$ cat src/rtl/stpm_pkg.sv
// Shared types, constants and curve tables of the stick-to-pointer motion block.
package stpm_pkg;

   localparam int CurveBits    = 8;
   localparam int CurveEntries = 1 << CurveBits;
   localparam logic [14:0] FullScale        = 15'd32767;
   localparam logic [14:0] DefaultPointerDz = 15'd6000;
   localparam logic [14:0] DefaultScrollDz  = 15'd5000;

   localparam logic [2:0] CsrSwapSticks     = 3'd0;
   localparam logic [2:0] CsrPointerDz      = 3'd1;
   localparam logic [2:0] CsrScrollDz       = 3'd2;
   localparam logic [2:0] CsrPointerGain    = 3'd3;
   localparam logic [2:0] CsrScrollGain     = 3'd4;
   localparam logic [2:0] CsrCurveExponent  = 3'd5;

   typedef struct packed {
      logic signed [15:0] left_x;
      logic signed [15:0] left_y;
      logic signed [15:0] right_x;
      logic signed [15:0] right_y;
   } stpm_req_type;

   typedef struct packed {
      logic signed [15:0] pointer_step_x;
      logic signed [15:0] pointer_step_y;
      logic signed [15:0] scroll_horizontal;
      logic               scroll_horizontal_valid;
      logic signed [15:0] scroll_vertical;
      logic               scroll_vertical_valid;
   } stpm_rsp_type;

   typedef struct packed {
      logic        swap_sticks;
      logic [14:0] pointer_dead_zone;
      logic [14:0] wheel_dead_zone;
      logic [15:0] pointer_gain;
      logic [15:0] scroll_gain;
      logic [11:0] curve_exponent;
   } stpm_cfg_type;

   // Classified sample handed from the front to the back.
   typedef struct packed {
      logic signed [15:0] px;
      logic signed [15:0] py;
      logic signed [15:0] sx;
      logic signed [15:0] sy;
      logic [14:0]        pdz;
      logic [14:0]        sdz;
      logic [15:0]        smx;
      logic [15:0]        smy;
      logic               hen;
      logic               ven;
   } stpm_job_type;

   typedef logic [15:0] log_tab_type [CurveEntries];
   typedef logic [16:0] exp_tab_type [CurveEntries];
   typedef logic [63:0] root_type [17];

   function automatic logic [63:0] isqrt_const(input logic [63:0] v_in);
      logic [63:0] v;
      logic [63:0] r;
      logic [63:0] bv;
      v  = v_in;
      r  = '0;
      bv = 64'd1 << 62;
      for (int i = 0; i < 32; i++) begin
         if (bv > v) bv = bv >> 2;
      end
      for (int i = 0; i < 32; i++) begin
         if (bv != 0) begin
            if (v >= r + bv) begin
               v = v - (r + bv);
               r = (r >> 1) + bv;
            end else begin
               r = r >> 1;
            end
            bv = bv >> 2;
         end
      end
      return r;
   endfunction

   function automatic log_tab_type build_log();
      log_tab_type t;
      logic [63:0] y;
      logic [15:0] res;
      for (int i = 0; i < CurveEntries; i++) begin
         y   = (64'd1 << 30) + ((64'(i) << 30) / CurveEntries);
         res = '0;
         for (int k = 1; k <= 16; k++) begin
            y = (y * y) >> 30;
            if (y >= (64'd1 << 31)) begin
               y = y >> 1;
               res[16-k] = 1'b1;
            end
         end
         t[i] = res;
      end
      return t;
   endfunction

   function automatic exp_tab_type build_exp();
      exp_tab_type t;
      root_type    rt;
      logic [63:0] f16;
      logic [63:0] r;
      rt[0] = '0;
      rt[1] = isqrt_const(64'd1 << 61);
      for (int k = 2; k <= 16; k++) rt[k] = isqrt_const(rt[k-1] << 30);
      for (int i = 0; i < CurveEntries; i++) begin
         f16 = (64'(i) << 16) / CurveEntries;
         r   = 64'd1 << 30;
         for (int k = 1; k <= 16; k++) begin
            if (f16[16-k]) r = (r * rt[k]) >> 30;
         end
         t[i] = 17'(r >> 14);
      end
      return t;
   endfunction

   localparam log_tab_type LogTab = build_log();
   localparam exp_tab_type ExpTab = build_exp();

endpackage

$ cat src/rtl/stpm_front.sv
// Front end: takes samples, picks pointer and scroll sticks, resolves dead zones.
module stpm_front import stpm_pkg::*; (
   input  logic         req_valid,
   output logic         req_stall,
   input  stpm_req_type req_data,
   input  stpm_cfg_type cfg,
   input  logic         q_full,
   output logic         q_push,
   output stpm_job_type q_job
);

   logic [16:0] ax_x;
   logic [16:0] ax_y;
   logic [15:0] mx;
   logic [15:0] my;
   logic        hen;
   logic        ven;

   assign req_stall = q_full;
   assign q_push    = req_valid && !q_full;

   always_comb begin
      q_job.px  = cfg.swap_sticks ? req_data.right_x : req_data.left_x;
      q_job.py  = cfg.swap_sticks ? req_data.right_y : req_data.left_y;
      q_job.sx  = cfg.swap_sticks ? req_data.left_x  : req_data.right_x;
      q_job.sy  = cfg.swap_sticks ? req_data.left_y  : req_data.right_y;
      q_job.pdz = (cfg.pointer_dead_zone == '0) ? DefaultPointerDz : cfg.pointer_dead_zone;
      q_job.sdz = (cfg.wheel_dead_zone == '0) ? DefaultScrollDz : cfg.wheel_dead_zone;
      ax_x = q_job.sx[15] ? (17'd0 - 17'(q_job.sx)) : 17'(q_job.sx);
      ax_y = q_job.sy[15] ? (17'd0 - 17'(q_job.sy)) : 17'(q_job.sy);
      mx   = ax_x[15:0];
      my   = ax_y[15:0];
      hen  = mx > 16'(q_job.sdz);
      ven  = my > 16'(q_job.sdz);
      // keep only the dominant axis; on a tie the vertical one wins
      if (hen && ven) begin
         if (mx > my) ven = 1'b0;
         else hen = 1'b0;
      end
      q_job.smx = mx;
      q_job.smy = my;
      q_job.hen = hen;
      q_job.ven = ven;
   end

endmodule

$ cat src/rtl/stpm_queue.sv
// Two-entry queue between the front and the back.
module stpm_queue import stpm_pkg::*; (
   input  logic         clock,
   input  logic         reset,
   input  logic         push,
   input  stpm_job_type push_data,
   output logic         full,
   input  logic         pop,
   output logic         head_valid,
   output stpm_job_type head_data
);

   stpm_job_type mem_ff [2];
   logic         wr_ptr_ff, wr_ptr_in;
   logic         rd_ptr_ff, rd_ptr_in;
   logic [1:0]   count_ff, count_in;

   assign full       = count_ff == 2'd2;
   assign head_valid = count_ff != 2'd0;
   assign head_data  = mem_ff[rd_ptr_ff];

   always_comb begin
      wr_ptr_in = wr_ptr_ff ^ push;
      rd_ptr_in = rd_ptr_ff ^ pop;
      count_in  = count_ff + 2'(push) - 2'(pop);
   end

   always_ff @(posedge clock) begin
      if (reset) begin
         wr_ptr_ff <= 1'b0;
         rd_ptr_ff <= 1'b0;
         count_ff  <= 2'd0;
      end else begin
         wr_ptr_ff <= wr_ptr_in;
         rd_ptr_ff <= rd_ptr_in;
         count_ff  <= count_in;
      end
   end

   always_ff @(posedge clock) begin
      if (push) mem_ff[wr_ptr_ff] <= push_data;
   end

   a_no_overflow: assert property (@(posedge clock) disable iff (reset)
      push |-> (count_ff != 2'd2) || pop)
      else $error("queue written while full");
   a_no_underflow: assert property (@(posedge clock) disable iff (reset)
      pop |-> count_ff != 2'd0)
      else $error("queue read while empty");
   a_count_step: assert property (@(posedge clock) disable iff (reset)
      (push && !pop) |=> count_ff == $past(count_ff) + 2'd1)
      else $error("queue count did not follow a write");

endmodule

$ cat src/rtl/stpm_back.sv
// Back end: sequencer with shared multiplier, square root and divider steps.
module stpm_back import stpm_pkg::*; (
   input  logic         clock,
   input  logic         reset,
   input  stpm_cfg_type cfg,
   input  logic         q_valid,
   input  stpm_job_type q_job,
   output logic         q_pop,
   output logic         rsp_valid,
   input  logic         rsp_stall,
   output stpm_rsp_type rsp_data
);

   typedef enum logic [4:0] {
      S_IDLE, S_SQX, S_SQY, S_DZSQ, S_SQRT, S_NRM, S_DIV, S_NDONE,
      S_CV1, S_CV2, S_CV3, S_P1, S_P2, S_P3, S_SC, S_SM1, S_SM2, S_SM3, S_OUT
   } state_type;

   state_type           state_ff, state_in;
   stpm_job_type        job_ff, job_in;
   logic                axis_ff, axis_in;
   logic                tgt_ff, tgt_in;
   logic [31:0]         lsq_ff, lsq_in;
   logic [31:0]         sqv_ff, sqv_in;
   logic [31:0]         sqr_ff, sqr_in;
   logic [3:0]          cnt_ff, cnt_in;
   logic [15:0]         mag_ff, mag_in;
   logic [14:0]         dz_ff, dz_in;
   logic [14:0]         den_ff, den_in;
   logic [15:0]         rem_ff, rem_in;
   logic [15:0]         nrm_ff, nrm_in;
   logic [20:0]         lval_ff, lval_in;
   logic [24:0]         pval_ff, pval_in;
   logic signed [32:0]  tn_ff, tn_in;
   logic signed [51:0]  prod_ff, prod_in;
   logic [15:0]         fracx_ff, fracx_in;
   logic [15:0]         fracy_ff, fracy_in;
   logic signed [15:0]  stepx_ff, stepx_in;
   logic signed [15:0]  stepy_ff, stepy_in;
   logic signed [15:0]  hval_ff, hval_in;
   logic signed [15:0]  vval_ff, vval_in;
   stpm_rsp_type        rsp_ff, rsp_in;
   logic                rsp_valid_ff, rsp_valid_in;

   logic signed [33:0]  mul_a;
   logic signed [17:0]  mul_b;
   logic signed [51:0]  mul_p;

   logic [4:0]          sq_shift;
   logic [31:0]         sq_bit;
   logic [32:0]         sq_try;
   logic [31:0]         sq_r_next;
   logic [16:0]         rem2;
   logic [15:0]         num;
   logic [3:0]          msb;
   logic [23:0]         idx_word;
   logic [25:0]         p_round;
   logic [9:0]          s_val;
   logic [25:0]         f_word;
   logic [16:0]         exp_val;
   logic [35:0]         dq;
   logic [36:0]         acc;
   logic [51:0]         abs_p;
   logic [20:0]         trunc_v;
   logic                out_free;

   function automatic logic signed [15:0] sat16(input logic signed [20:0] v);
      if (v > 21'sd32767) return 16'sh7fff;
      if (v < -21'sd32768) return -16'sh8000;
      return v[15:0];
   endfunction

   assign mul_p     = mul_a * mul_b;
   assign rsp_valid = rsp_valid_ff;
   assign rsp_data  = rsp_ff;
   assign out_free  = !rsp_valid_ff || !rsp_stall;
   assign q_pop     = (state_ff == S_IDLE) && q_valid;

   always_comb begin
      unique case (state_ff)
         S_SQX:   begin mul_a = 34'(job_ff.px); mul_b = 18'(job_ff.px); end
         S_SQY:   begin mul_a = 34'(job_ff.py); mul_b = 18'(job_ff.py); end
         S_DZSQ:  begin mul_a = 34'(job_ff.pdz); mul_b = 18'(job_ff.pdz); end
         S_CV2:   begin mul_a = 34'(lval_ff); mul_b = 18'(cfg.curve_exponent); end
         S_P1:    begin mul_a = axis_ff ? 34'(job_ff.py) : 34'(job_ff.px);
                        mul_b = 18'(nrm_ff); end
         S_P2:    begin mul_a = 34'(tn_ff); mul_b = 18'(cfg.pointer_gain); end
         S_SM1:   begin mul_a = axis_ff ? 34'(job_ff.sy) : 34'(job_ff.sx);
                        mul_b = 18'(nrm_ff); end
         S_SM2:   begin mul_a = 34'(tn_ff); mul_b = 18'(cfg.scroll_gain); end
         default: begin mul_a = '0; mul_b = '0; end
      endcase
   end

   always_comb begin
      state_in     = state_ff;
      job_in       = job_ff;
      axis_in      = axis_ff;
      tgt_in       = tgt_ff;
      lsq_in       = lsq_ff;
      sqv_in       = sqv_ff;
      sqr_in       = sqr_ff;
      cnt_in       = cnt_ff;
      mag_in       = mag_ff;
      dz_in        = dz_ff;
      den_in       = den_ff;
      rem_in       = rem_ff;
      nrm_in       = nrm_ff;
      lval_in      = lval_ff;
      pval_in      = pval_ff;
      tn_in        = tn_ff;
      prod_in      = prod_ff;
      fracx_in     = fracx_ff;
      fracy_in     = fracy_ff;
      stepx_in     = stepx_ff;
      stepy_in     = stepy_ff;
      hval_in      = hval_ff;
      vval_in      = vval_ff;
      rsp_in       = rsp_ff;
      rsp_valid_in = rsp_valid_ff && rsp_stall;

      sq_shift  = 5'd30 - {cnt_ff, 1'b0};
      sq_bit    = 32'd1 << sq_shift;
      sq_try    = {1'b0, sqr_ff} + {1'b0, sq_bit};
      sq_r_next = ({1'b0, sqv_ff} >= sq_try) ? ((sqr_ff >> 1) + sq_bit) : (sqr_ff >> 1);
      rem2      = {rem_ff, 1'b0};
      num       = mag_ff - 16'(dz_ff);
      msb       = '0;
      for (int i = 0; i < 16; i++) begin
         if (nrm_ff[i]) msb = 4'(i);
      end
      idx_word  = {nrm_ff, 8'd0} >> msb;
      p_round   = {1'b0, pval_ff} + 26'd65535;
      s_val     = p_round[25:16];
      f_word    = {s_val, 16'd0} - {1'b0, pval_ff};
      exp_val   = ExpTab[f_word[15:8]] >> s_val[4:0];
      dq        = prod_ff[51:16];
      acc       = axis_ff ? ({21'd0, fracy_ff} - {dq[35], dq})
                          : ({21'd0, fracx_ff} + {dq[35], dq});
      abs_p     = prod_ff[51] ? (52'd0 - prod_ff) : prod_ff;
      trunc_v   = prod_ff[51] ? (21'd0 - {1'b0, abs_p[51:32]}) : {1'b0, abs_p[51:32]};

      unique case (state_ff)
         S_IDLE: begin
            if (q_valid) begin
               job_in   = q_job;
               state_in = S_SQX;
            end
         end
         S_SQX: begin
            lsq_in   = mul_p[31:0];
            state_in = S_SQY;
         end
         S_SQY: begin
            lsq_in   = lsq_ff + mul_p[31:0];
            state_in = S_DZSQ;
         end
         S_DZSQ: begin
            if (lsq_ff > mul_p[31:0]) begin
               sqv_in   = lsq_ff;
               sqr_in   = '0;
               cnt_in   = '0;
               state_in = S_SQRT;
            end else begin
               nrm_in   = '0;
               axis_in  = 1'b0;
               state_in = S_P1;
            end
         end
         S_SQRT: begin
            if ({1'b0, sqv_ff} >= sq_try) sqv_in = sqv_ff - sq_try[31:0];
            sqr_in = sq_r_next;
            cnt_in = cnt_ff + 4'd1;
            if (cnt_ff == 4'd15) begin
               mag_in   = sq_r_next[15:0];
               dz_in    = job_ff.pdz;
               tgt_in   = 1'b0;
               state_in = S_NRM;
            end
         end
         S_NRM: begin
            den_in = FullScale - dz_ff;
            priority if (mag_ff <= 16'(dz_ff)) begin
               nrm_in   = '0;
               state_in = S_NDONE;
            end else if (dz_ff >= FullScale || num >= 16'(FullScale - dz_ff)) begin
               nrm_in   = 16'hffff;
               state_in = S_NDONE;
            end else begin
               rem_in   = num;
               nrm_in   = '0;
               cnt_in   = '0;
               state_in = S_DIV;
            end
         end
         S_DIV: begin
            // restoring divide, one quotient bit per cycle
            if (rem2 >= 17'(den_ff)) begin
               rem_in = 16'(rem2 - 17'(den_ff));
               nrm_in = {nrm_ff[14:0], 1'b1};
            end else begin
               rem_in = rem2[15:0];
               nrm_in = {nrm_ff[14:0], 1'b0};
            end
            cnt_in = cnt_ff + 4'd1;
            if (cnt_ff == 4'd15) state_in = S_NDONE;
         end
         S_NDONE: begin
            if (tgt_ff) begin
               state_in = S_SM1;
            end else if (cfg.curve_exponent != '0 && nrm_ff != '0) begin
               state_in = S_CV1;
            end else begin
               axis_in  = 1'b0;
               state_in = S_P1;
            end
         end
         S_CV1: begin
            lval_in  = {5'd16 - {1'b0, msb}, 16'd0} - {5'd0, LogTab[idx_word[7:0]]};
            state_in = S_CV2;
         end
         S_CV2: begin
            pval_in  = mul_p[32:8];
            state_in = S_CV3;
         end
         S_CV3: begin
            if (s_val >= 10'd18) nrm_in = '0;
            else if (exp_val[16]) nrm_in = 16'hffff;
            else nrm_in = exp_val[15:0];
            axis_in  = 1'b0;
            state_in = S_P1;
         end
         S_P1: begin
            tn_in    = mul_p[32:0];
            state_in = S_P2;
         end
         S_P2: begin
            prod_in  = mul_p;
            state_in = S_P3;
         end
         S_P3: begin
            if (axis_ff) begin
               fracy_in = acc[15:0];
               stepy_in = sat16(acc[36:16]);
               axis_in  = 1'b0;
               state_in = S_SC;
            end else begin
               fracx_in = acc[15:0];
               stepx_in = sat16(acc[36:16]);
               axis_in  = 1'b1;
               state_in = S_P1;
            end
         end
         S_SC: begin
            if (axis_ff ? job_ff.ven : job_ff.hen) begin
               mag_in   = axis_ff ? job_ff.smy : job_ff.smx;
               dz_in    = job_ff.sdz;
               tgt_in   = 1'b1;
               state_in = S_NRM;
            end else begin
               if (axis_ff) vval_in = '0;
               else hval_in = '0;
               axis_in  = 1'b1;
               state_in = axis_ff ? S_OUT : S_SC;
            end
         end
         S_SM1: begin
            tn_in    = mul_p[32:0];
            state_in = S_SM2;
         end
         S_SM2: begin
            prod_in  = mul_p;
            state_in = S_SM3;
         end
         S_SM3: begin
            if (axis_ff) vval_in = sat16(trunc_v);
            else hval_in = sat16(trunc_v);
            axis_in  = 1'b1;
            state_in = axis_ff ? S_OUT : S_SC;
         end
         S_OUT: begin
            if (out_free) begin
               rsp_in.pointer_step_x          = stepx_ff;
               rsp_in.pointer_step_y          = stepy_ff;
               rsp_in.scroll_horizontal       = hval_ff;
               rsp_in.scroll_horizontal_valid = job_ff.hen;
               rsp_in.scroll_vertical         = vval_ff;
               rsp_in.scroll_vertical_valid   = job_ff.ven;
               rsp_valid_in                   = 1'b1;
               state_in                       = S_IDLE;
            end
         end
         default: state_in = S_IDLE;
      endcase
   end

   always_ff @(posedge clock) begin
      if (reset) begin
         state_ff     <= S_IDLE;
         rsp_valid_ff <= 1'b0;
         fracx_ff     <= '0;
         fracy_ff     <= '0;
         axis_ff      <= 1'b0;
         tgt_ff       <= 1'b0;
         cnt_ff       <= '0;
      end else begin
         state_ff     <= state_in;
         rsp_valid_ff <= rsp_valid_in;
         fracx_ff     <= fracx_in;
         fracy_ff     <= fracy_in;
         axis_ff      <= axis_in;
         tgt_ff       <= tgt_in;
         cnt_ff       <= cnt_in;
      end
      job_ff   <= job_in;
      lsq_ff   <= lsq_in;
      sqv_ff   <= sqv_in;
      sqr_ff   <= sqr_in;
      mag_ff   <= mag_in;
      dz_ff    <= dz_in;
      den_ff   <= den_in;
      rem_ff   <= rem_in;
      nrm_ff   <= nrm_in;
      lval_ff  <= lval_in;
      pval_ff  <= pval_in;
      tn_ff    <= tn_in;
      prod_ff  <= prod_in;
      stepx_ff <= stepx_in;
      stepy_ff <= stepy_in;
      hval_ff  <= hval_in;
      vval_ff  <= vval_in;
      rsp_ff   <= rsp_in;
   end

   a_div_rem: assert property (@(posedge clock) disable iff (reset)
      (state_ff == S_DIV) |-> rem_ff < 16'(den_ff))
      else $error("divider remainder not below divisor");
   a_one_scroll_axis: assert property (@(posedge clock) disable iff (reset)
      (state_ff == S_SC) |-> !(job_ff.hen && job_ff.ven))
      else $error("both scroll axes issued");
   a_sqrt_bound: assert property (@(posedge clock) disable iff (reset)
      (state_ff == S_NRM && !tgt_ff) |-> 32'(mag_ff) * 32'(mag_ff) <= lsq_ff)
      else $error("square root too large");
   a_pop_idle: assert property (@(posedge clock) disable iff (reset)
      q_pop |=> state_ff == S_SQX)
      else $error("job taken without starting");

endmodule

$ cat src/rtl/stick_to_pointer_motion.sv
// Top level of the stick-to-pointer motion block: registers, front, queue, back.
//
//  Port group | Direction | Handshake           | Payload
//  req_*      | in        | req_valid/req_stall | stpm_req_type (four stick axes)
//  rsp_*      | out       | rsp_valid/rsp_stall | stpm_rsp_type (pointer steps, wheel)
//  csr_*      | in        | csr_write_enable    | csr_index, csr_write_data (16 bits)
//
// The back end takes one sample at a time through the 16-step square root and the
// 16-step shared divider (run at most once each for the pointer and for scroll)
// around a single shared multiplier. The front and a two-entry queue take samples
// while the back works. Reset is synchronous, clears the fractions and loads the
// register defaults. A waiting result stalls only the final hand-off of the next one.
module stick_to_pointer_motion import stpm_pkg::*; (
   input  logic         clock,
   input  logic         reset,
   input  logic         req_valid,
   output logic         req_stall,
   input  stpm_req_type req_data,
   output logic         rsp_valid,
   input  logic         rsp_stall,
   output stpm_rsp_type rsp_data,
   input  logic         csr_write_enable,
   input  logic [2:0]   csr_index,
   input  logic [15:0]  csr_write_data
);

   stpm_cfg_type cfg_ff, cfg_in;
   logic         q_push;
   logic         q_full;
   logic         q_pop;
   logic         q_valid;
   stpm_job_type push_job;
   stpm_job_type head_job;

   always_comb begin
      cfg_in = cfg_ff;
      if (csr_write_enable) begin
         unique case (csr_index)
            CsrSwapSticks:    cfg_in.swap_sticks       = csr_write_data[0];
            CsrPointerDz:     cfg_in.pointer_dead_zone = csr_write_data[14:0];
            CsrScrollDz:      cfg_in.wheel_dead_zone   = csr_write_data[14:0];
            CsrPointerGain:   cfg_in.pointer_gain      = csr_write_data;
            CsrScrollGain:    cfg_in.scroll_gain       = csr_write_data;
            CsrCurveExponent: cfg_in.curve_exponent    = csr_write_data[11:0];
            default:          cfg_in = cfg_ff;
         endcase
      end
   end

   always_ff @(posedge clock) begin
      if (reset) begin
         cfg_ff.swap_sticks       <= 1'b0;
         cfg_ff.pointer_dead_zone <= 15'd6000;
         cfg_ff.wheel_dead_zone   <= 15'd5000;
         cfg_ff.pointer_gain      <= 16'd655;
         cfg_ff.scroll_gain       <= 16'd655;
         cfg_ff.curve_exponent    <= 12'd0;
      end else begin
         cfg_ff <= cfg_in;
      end
   end

   stpm_front u_front (
      .req_valid (req_valid),
      .req_stall (req_stall),
      .req_data  (req_data),
      .cfg       (cfg_ff),
      .q_full    (q_full),
      .q_push    (q_push),
      .q_job     (push_job)
   );

   stpm_queue u_queue (
      .clock      (clock),
      .reset      (reset),
      .push       (q_push),
      .push_data  (push_job),
      .full       (q_full),
      .pop        (q_pop),
      .head_valid (q_valid),
      .head_data  (head_job)
   );

   stpm_back u_back (
      .clock     (clock),
      .reset     (reset),
      .cfg       (cfg_ff),
      .q_valid   (q_valid),
      .q_job     (head_job),
      .q_pop     (q_pop),
      .rsp_valid (rsp_valid),
      .rsp_stall (rsp_stall),
      .rsp_data  (rsp_data)
   );

endmodule

$ cat config.mk
export PLATFORM = sky130hd
export DESIGN_NAME = stick_to_pointer_motion
export DESIGN_NICKNAME = d
export VERILOG_FILES = /design/src/rtl/stpm_pkg.sv /design/src/rtl/stpm_front.sv /design/src/rtl/stpm_queue.sv /design/src/rtl/stpm_back.sv /design/src/rtl/stick_to_pointer_motion.sv
export SDC_FILE = /design/constraint.sdc
export NUM_CORES = 2
export LEC_CHECK = 0
export ABC_AREA = 0
export BUFFER_PORTS_ARGS = -buffer_cell sky130_fd_sc_hd__buf_2
export CAP_MARGIN = 5
export CORE_MARGIN = 2
export CORE_UTILIZATION = 50
export DETAILED_ROUTE_END_ITERATION = 7
export PLACE_DENSITY_LB_ADDON = 0.08
export SLEW_MARGIN = 10
export SYNTH_ARGS = -nofsm -noshare
export SYNTH_HDL_FRONTEND = slang
export SYNTH_HIERARCHICAL = 1
export SYNTH_SLANG_ARGS = --single-unit
$ cat constraint.sdc
create_clock -name clock -period 15.2 [get_ports clock]
set_input_delay 1.52 -clock clock [delete_from_list [all_inputs] [get_ports clock]]
set_output_delay 1.52 -clock clock [all_outputs]
set_load 0.02 [all_outputs]
### Yosys cells after proc, flatten, opt, wreduce, memory -nomap -nowiden

Memories as Yosys holds them, arrays and structs flattened. A register that Yosys moved wholly into a read port is not among the register bits.
Cells that the tools add are included.

| storage, ports and cells | value |
|---|---|
| flip-flop bits (word level) | 558 |
| bits in writable memories | 256 |
| ROM bits | 8448 |
| input bits | 88 |
| output and inout port bits | 68 |
| word-level logic and storage cells | 316 |
| memories | 3 |

Memories:

| memory | depth | bits a word | rd ports | clocked after memory_dff | wr ports | RTL line | text |
|---|---|---|---|---|---|---|---|
| (name not given) | 256 | 17 | 1 | 0 | 0 | stpm_back.sv:136 | `exp_val = ExpTab[f_word[15:8]] >> s_val[4:0];` |
| (name not given) | 256 | 16 | 1 | 0 | 0 | stpm_back.sv:219 | `lval_in = {5'd16 - {1'b0, msb}, 16'd0} - {5'd0, LogTab[idx_word[7:0]]};` |
| u_queue.mem_ff | 2 | 128 | 1 | 1 | 1 | stpm_queue.sv:13 | `stpm_job_type mem_ff [2];` |

| cells by class | value |
|---|---|
| $add $sub $neg | 22 |
| $mul | 1 |
| magnitude comparators | 16 |
| equal/unequal tests | 42 |
| shift-type cells | 3 |
| mux-type cells | 138 |
| bitwise operators | 5 |
| reduce and logical (&&, ||, !) cells | 48 |

Operator list:

| operator | number |
|---|---|
| 2-to-1 mux 16 bit | 37 |
| case mux 34 bit (7 select lines) | 1 |
| case mux 32 bit (2 select lines) | 3 |
| 2-to-1 mux 32 bit | 4 |
| case mux 16 bit (2 select lines) | 4 |
| case mux 18 bit (7 select lines) | 1 |
| case mux 5 bit (19 select lines) | 1 |
| 2-to-1 mux 34 bit | 2 |
| case mux 16 bit (4 select lines) | 1 |
| 2-to-1 mux 15 bit | 4 |
| multiplier 34 x 18 -> 52 bit | 1 |
| 2-to-1 mux 52 bit | 1 |
| subtractor 1 x 52 -> 52 bit (first input constant) | 1 |
| 2-to-1 mux 4 bit | 12 |
| subtractor 1 x 16 -> 16 bit (first input constant) | 3 |
| 2-to-1 mux 1 bit | 43 |
| > comparator 21 x 16 -> 1 bit (second input constant) | 2 |
| < comparator 21 x 16 -> 1 bit (second input constant) | 2 |
| == test 5 x 4 -> 1 bit (second input constant) | 8 |
| 2-to-1 mux 5 bit | 8 |
| adder 17 x 36 -> 37 bit | 1 |
| 2-to-1 mux 37 bit | 1 |
| subtractor 17 x 36 -> 37 bit | 1 |
| 2-to-1 mux 17 bit | 2 |
| other kinds (66) | 131 |

### Longest topological paths before layout

| logic depth | value |
|---|---|
| word-level depth | 21 |
| mapped depth | 48 |

### Hierarchy

The synthesis kept the hierarchy.

By module, submodules not included:

| module | times used | cells each | area an instance (µm²) | seq. area each (µm²) |
|---|---|---|---|---|
| stpm_back | 1 | 7136 | 64201.6 | 17787.1 |
| stpm_queue | 1 | 417 | 9482.8 | 7767.4 |
| stpm_front | 1 | 428 | 3143.0 | 0.0 |
| stick_to_pointer_motion | 1 | 287 | 3062.9 | 1501.4 |

### Least setup slack after synthesis

OpenSTA, ideal clock, no wires.

| timing | value |
|---|---|
| path type | register -> register |
| start | reg u_back.state_ff[1] |
| end | reg u_back.sqv_ff[0] (enable) |
| data arrival time | 11228 ps |
| path slack | 3314 ps |
| cell stages (with the launch flop) | 35 |
| path buffers | 5 |
| clock period less this slack | 11886 ps |
| cells stage by stage | dfxtp_1 clkbuf_1 nor2_1 nand2_1 nor3b_1 or2_2 clkbuf_1 clkbuf_1 buf_1 buf_1 a21oi_1 nor2_1 fa_1 inv_1 fa_1 fa_1 inv_1 fa_1 fa_1 inv_1 fa_1 inv_1 ha_1 a21o_1 a21o_1 a21oi_1 o31a_1 a21oi_1 xor2_1 ha_1 nor4_1 nand4_1 o32a_1 nand2_1 o21ai_0 |

| between the ends | value |
|---|---|
| word-level cells in the longest chain between the ends | 7 |
| elaborated cells between the ends (all ways) | 19 |
| those cells by class | 1 x mul; 1 x order compare; 11 x eq/ne; 2 x mux; 4 x reduce/logical |

Ends and longest elaborated chain:

| what | RTL line | text |
|---|---|---|
| start: declaration | stpm_back.sv:19 | `state_type state_ff, state_in;` |
| start signal: assignment | stpm_back.sv:307 | `state_ff <= state_in;` |
| == test 5 x 4 -> 1 bit or == test 5 bit (tied branches) | stpm_back.sv:80 | `unique case (state_ff)` |
| OR reduction 2 bit (no line) | -- |  |
| case mux 34 bit (7 select lines) or case mux 18 bit (7 select lines) (tied branches) | stpm_back.sv:80 |  |
| multiplier 34 x 18 -> 52 bit * | stpm_back.sv:73 | `assign mul_p = mul_a * mul_b;` |
| net u_back.mul_p[30] | stpm_back.sv:47 | `logic signed [51:0] mul_p;` |
| > comparator 32 bit * | stpm_back.sv:159 | `if (lsq_ff > mul_p[31:0]) begin` |
| inequality test 2 x 1 -> 1 bit (no line) * | -- |  |
| AND reduction 3 bit (no line) * | -- |  |
| end signal: assignment | stpm_back.sv:317 | `sqv_ff <= sqv_in;` |
| end: declaration | stpm_back.sv:24 | `logic [31:0] sqv_ff, sqv_in;` |

The timed path passes the listed nets; every way through them passes the cells marked *.
A chain may end at the register's enable or synchronous reset.

### Worst setup path in the final report

| timing | value |
|---|---|
| start | reg u_back.state_ff[4] |
| end | reg u_back.sqv_ff[24] (enable) |

The elaborated chain is that of the path after synthesis.

==> impl_results.md <==
* Max Cap Violations at 0
* WP data required at 15.55 ns
* IO Count at about 160
* Initial antenna violation count at 13
* Synthesized instance count at 8268
* Post-detail-place hpwl at 211000 µm
* Full die area at 163000 µm²
* Most used cell, CP: fa_1
* Wire per inst at 26.9 µm
* Slowest cell on crit path: dfxtp_1
* Global-route wire length before repair at 416000 µm
* TritonCTS clock tree: done
* Share of layout cells above drive strength 1 at around 10%
* Tot GR Track Use at 33.9%
* Slew @ Worst Pin at 1.31 ns
* Synthesis Warnings at 6
* Largest family of logic cells by synthesized area: adder cells
* Initial DRC count at roughly 7200
* Syn_area_per_cell at 9.66 µm²
* H-tree depth at 3
* Setup TNS at 0 ns
* Worst Clk Skew at between 0.08 and 0.09 ns
* Post-synth EDFFs at 819
* Row cnt at 146
* Placer congestion estimate at around 1
* Port buffer count at 155
* Core area at 159000 µm²
* Worst Hold Depth at 0
* Die width at roughly 400 µm
* Initial Util at approximately half
* Root Buffer: clkbuf_16
* Number of global-route vias before repair at between 60000 and 70000
* Worst Setup Start Kind: flop
* Synth cell types at 120
* Final Max Tran Viols at 0
* CTS buffer count at 103
* Minimum clock period at roughly 13 ns
* Delay of the slowest critical-path stage at approximately 0.76 ns
* Skew-Pair Late Insertion Delay at 0.78 ns
* Main synth FF type: edfxtp_1
* Worst r2r dst: u_back/sqv_ff[24]
* Antenna-violating nets left at 0
* Clock-pin slew on the worst setup and hold paths at 0.06 ns
* CTS max path bufs at 3
* Compound-Gate Fraction of Synth Area at 15.2%
* Slew headroom at 12.5%
* Post-DR vias/cell at 6.26
* XOR/XNOR share of the synthesized area at 3.55%
* Hold Vio Cnt, Final at 0
* First-pass DRT Iterations at 7
* Maximum clock rate at 79.3 MHz
* Synth Area in Adders at ~22%
* Cts repair resizes at 0
* Crit path capture type: flop
* Post-CTS Hold Buffers at 0
* Post-CTS Setup Bufs at 0
* Nets at 9305
* Asr flop ratio synth at 0%
* Reg-to-Reg Start: u_back/state_ff[4]
* Post-synthesis sequential area ratio at 33.9%
* DR vias at 64857
* Yosys reg bits at 942
* Total congestion overflow at 0
* Flop2flop setup slack at 2.58 ns
* Worst reg-to-reg path cell count at 35
* Largest net degree at the start of global routing at about 80
* Mux share of post-synthesis cell area at between 4 and 5%
* Hold_sp: u_back/stepy_ff[11]
* Worst Setup Path Type: flop to flop
* CP max FO at 61
* HP Class: flop to flop
* Clock sink total at ~940
* Mapped cell area at 79900 µm²
* RSZ-0062 raised after global routing: no
* Final setup vio count at 0
* Fin crit share at 83.0%
* Post-detailed-routing wire length at about 280000 µm
* Post-synthesis simple-gate area fraction at 14.2%
* DRC errors left at 0
* Die height at approximately 400 µm
* Crit path DAT at 12.97 ns
* Run status: completed
* Hold worst-path end: u_back/rsp_data[45]
* P&R area growth vs syn at 7.80%
-- per-layer routing --
metal / track usage (%) / vias up / share of wire, %
li1: - / 28903 / -
met1: 45.2 / 32093 / 41
met2: 53.4 / 3184 / 45
met3: 6.48 / 665 / 8.6
met4: 15.9 / 12 / 5.3
met5: 0 / - / 0.027
-- flip-flops by register name, summed over array words and instances (netlist names), 21 cells and up --
name and cells:
u_back/rsp_data 66, u_queue/mem_ff 256, u_back/prod_ff 52, u_back/sqv_ff 32, u_back/job_ff 128, u_back/tn_ff 33, u_back/lsq_ff 32, cfg_ff 75
u_back/pval_ff 25, u_back/lval_ff 21, u_back/sqr_ff 32
-- placed cells by master (no fill, tap or decap), drive strengths merged, types with 55 or more instances in the layout --
cell type	instances
nor2b	68
or3	55
nor3	159
a31oi	63
o21ai	418
and2	59
edfxtp	819
buf	310
nand2	925
dfxtp	123
nor4	57
clkbuf	113
nand2b	122
a211oi	97
a21o	70
nor2	637
xor2	121
and3	57
ha	439
a22oi	59
inv	846
fa	584
mux2	198
nand3	161
o211ai	83
mux2i	125
o31ai	61
xnor2	200
a21oi	477
-- how the worst max path moves through the flow --
stage,end,slack [ns],from,depth (start not counted)
2_1_floorplan,u_back/sqv_ff[0],3.31,u_back/state_ff[1],34
3_3_place_gp,u_back/sqr_ff[25],3.17,u_back/state_ff[2],36
3_5_place_dp,u_back/sqv_ff[23],2.94,u_back/state_ff[3],35
4_1_cts,u_back/sqv_ff[24],2.85,u_back/state_ff[4],35
5_1_grt,u_back/sqv_ff[24],1.95,u_back/state_ff[4],35
6_report,u_back/sqv_ff[24],2.58,u_back/state_ff[4],35
-- layout make-up --
cell class	instances	area, µm²
Antenna cell	2	5.00
Clock buffer	113	2650
Clock inverter	80	1020
Fill cell	14262	72400
Inverter	842	3160
Multi-Input combinational cell	5995	47700
Sequential cell	942	27100
Tap cell	2072	2590
Timing Repair Buffer	310	1940
-- cells in the mapped netlist (all sizes together), types with 39 or more instances --
cell / number / area (µm²)
o211ai: 83 / 633
o311ai: 39 / 342
a211oi: 97 / 756
nor4: 57 / 378
mux2i: 125 / 1300
nor2b: 68 / 425
nand2b: 122 / 763
o31ai: 61 / 458
nand3: 161 / 818
nor3: 159 / 801
edfxtp: 819 / 24600
a21oi: 477 / 2390
or3: 55 / 344
and3: 57 / 357
xor2: 121 / 1060
ha: 439 / 5490
nor2: 637 / 2400
a22oi: 59 / 443
buf: 142 / 902
dfxtp: 123 / 2460
a31oi: 63 / 394
a21o: 70 / 526
xnor2: 200 / 1750
and2: 59 / 369
o21bai: 47 / 353
mux2: 198 / 2240
nand4: 50 / 319
nand2: 925 / 3480
fa: 584 / 11700
clkbuf: 363 / 1360
o21ai: 418 / 2100
inv: 838 / 3150
-- kinds of logic (layout without fill, tap and decap cells) --
family / Yosys count / after routing
simple gates: 2461 / 2461
mux: 339 / 339
flops: 942 / 942
other cells: 1 / 19
buf+inv: 1347 / 1345
compound gates: 1832 / 1832
xor+xnor: 322 / 322
fa+ha+maj: 1024 / 1024
-- worst max-delay path: cells and delay by family (launching register included) --
kind | cells | cell delay [ns]
compound gates | 11 | 2.92
xor+xnor | 1 | 0.45
flops | 1 | 0.76
buf+inv | 4 | 1.16
fa+ha+maj | 8 | 3.72
simple gates | 11 | 3.04
-- metrics by stage --
stage | utilization [%] | setup WS [ns] | std cells | cell area, µm² | hold WS (ns)
CTS | 54.3 | 2.85 | 10354 | 86100 | 0.407
floorplan | - | 3.31 | 8284 | 80000 | 0.400
global route | 54.3 | 1.95 | 10354 | 86100 | 0.405
detailed placement | 52.0 | 2.94 | 10161 | 82500 | 0.405
global placement | 52.0 | 3.17 | 10161 | 82500 | 0.403
finish | 54.3 | 2.58 | 10356 | 86100 | 0.406
Power is left out: the tool's default activity adds up to more than one toggle a clock period on the data nets, which glitch-free logic cannot reach.
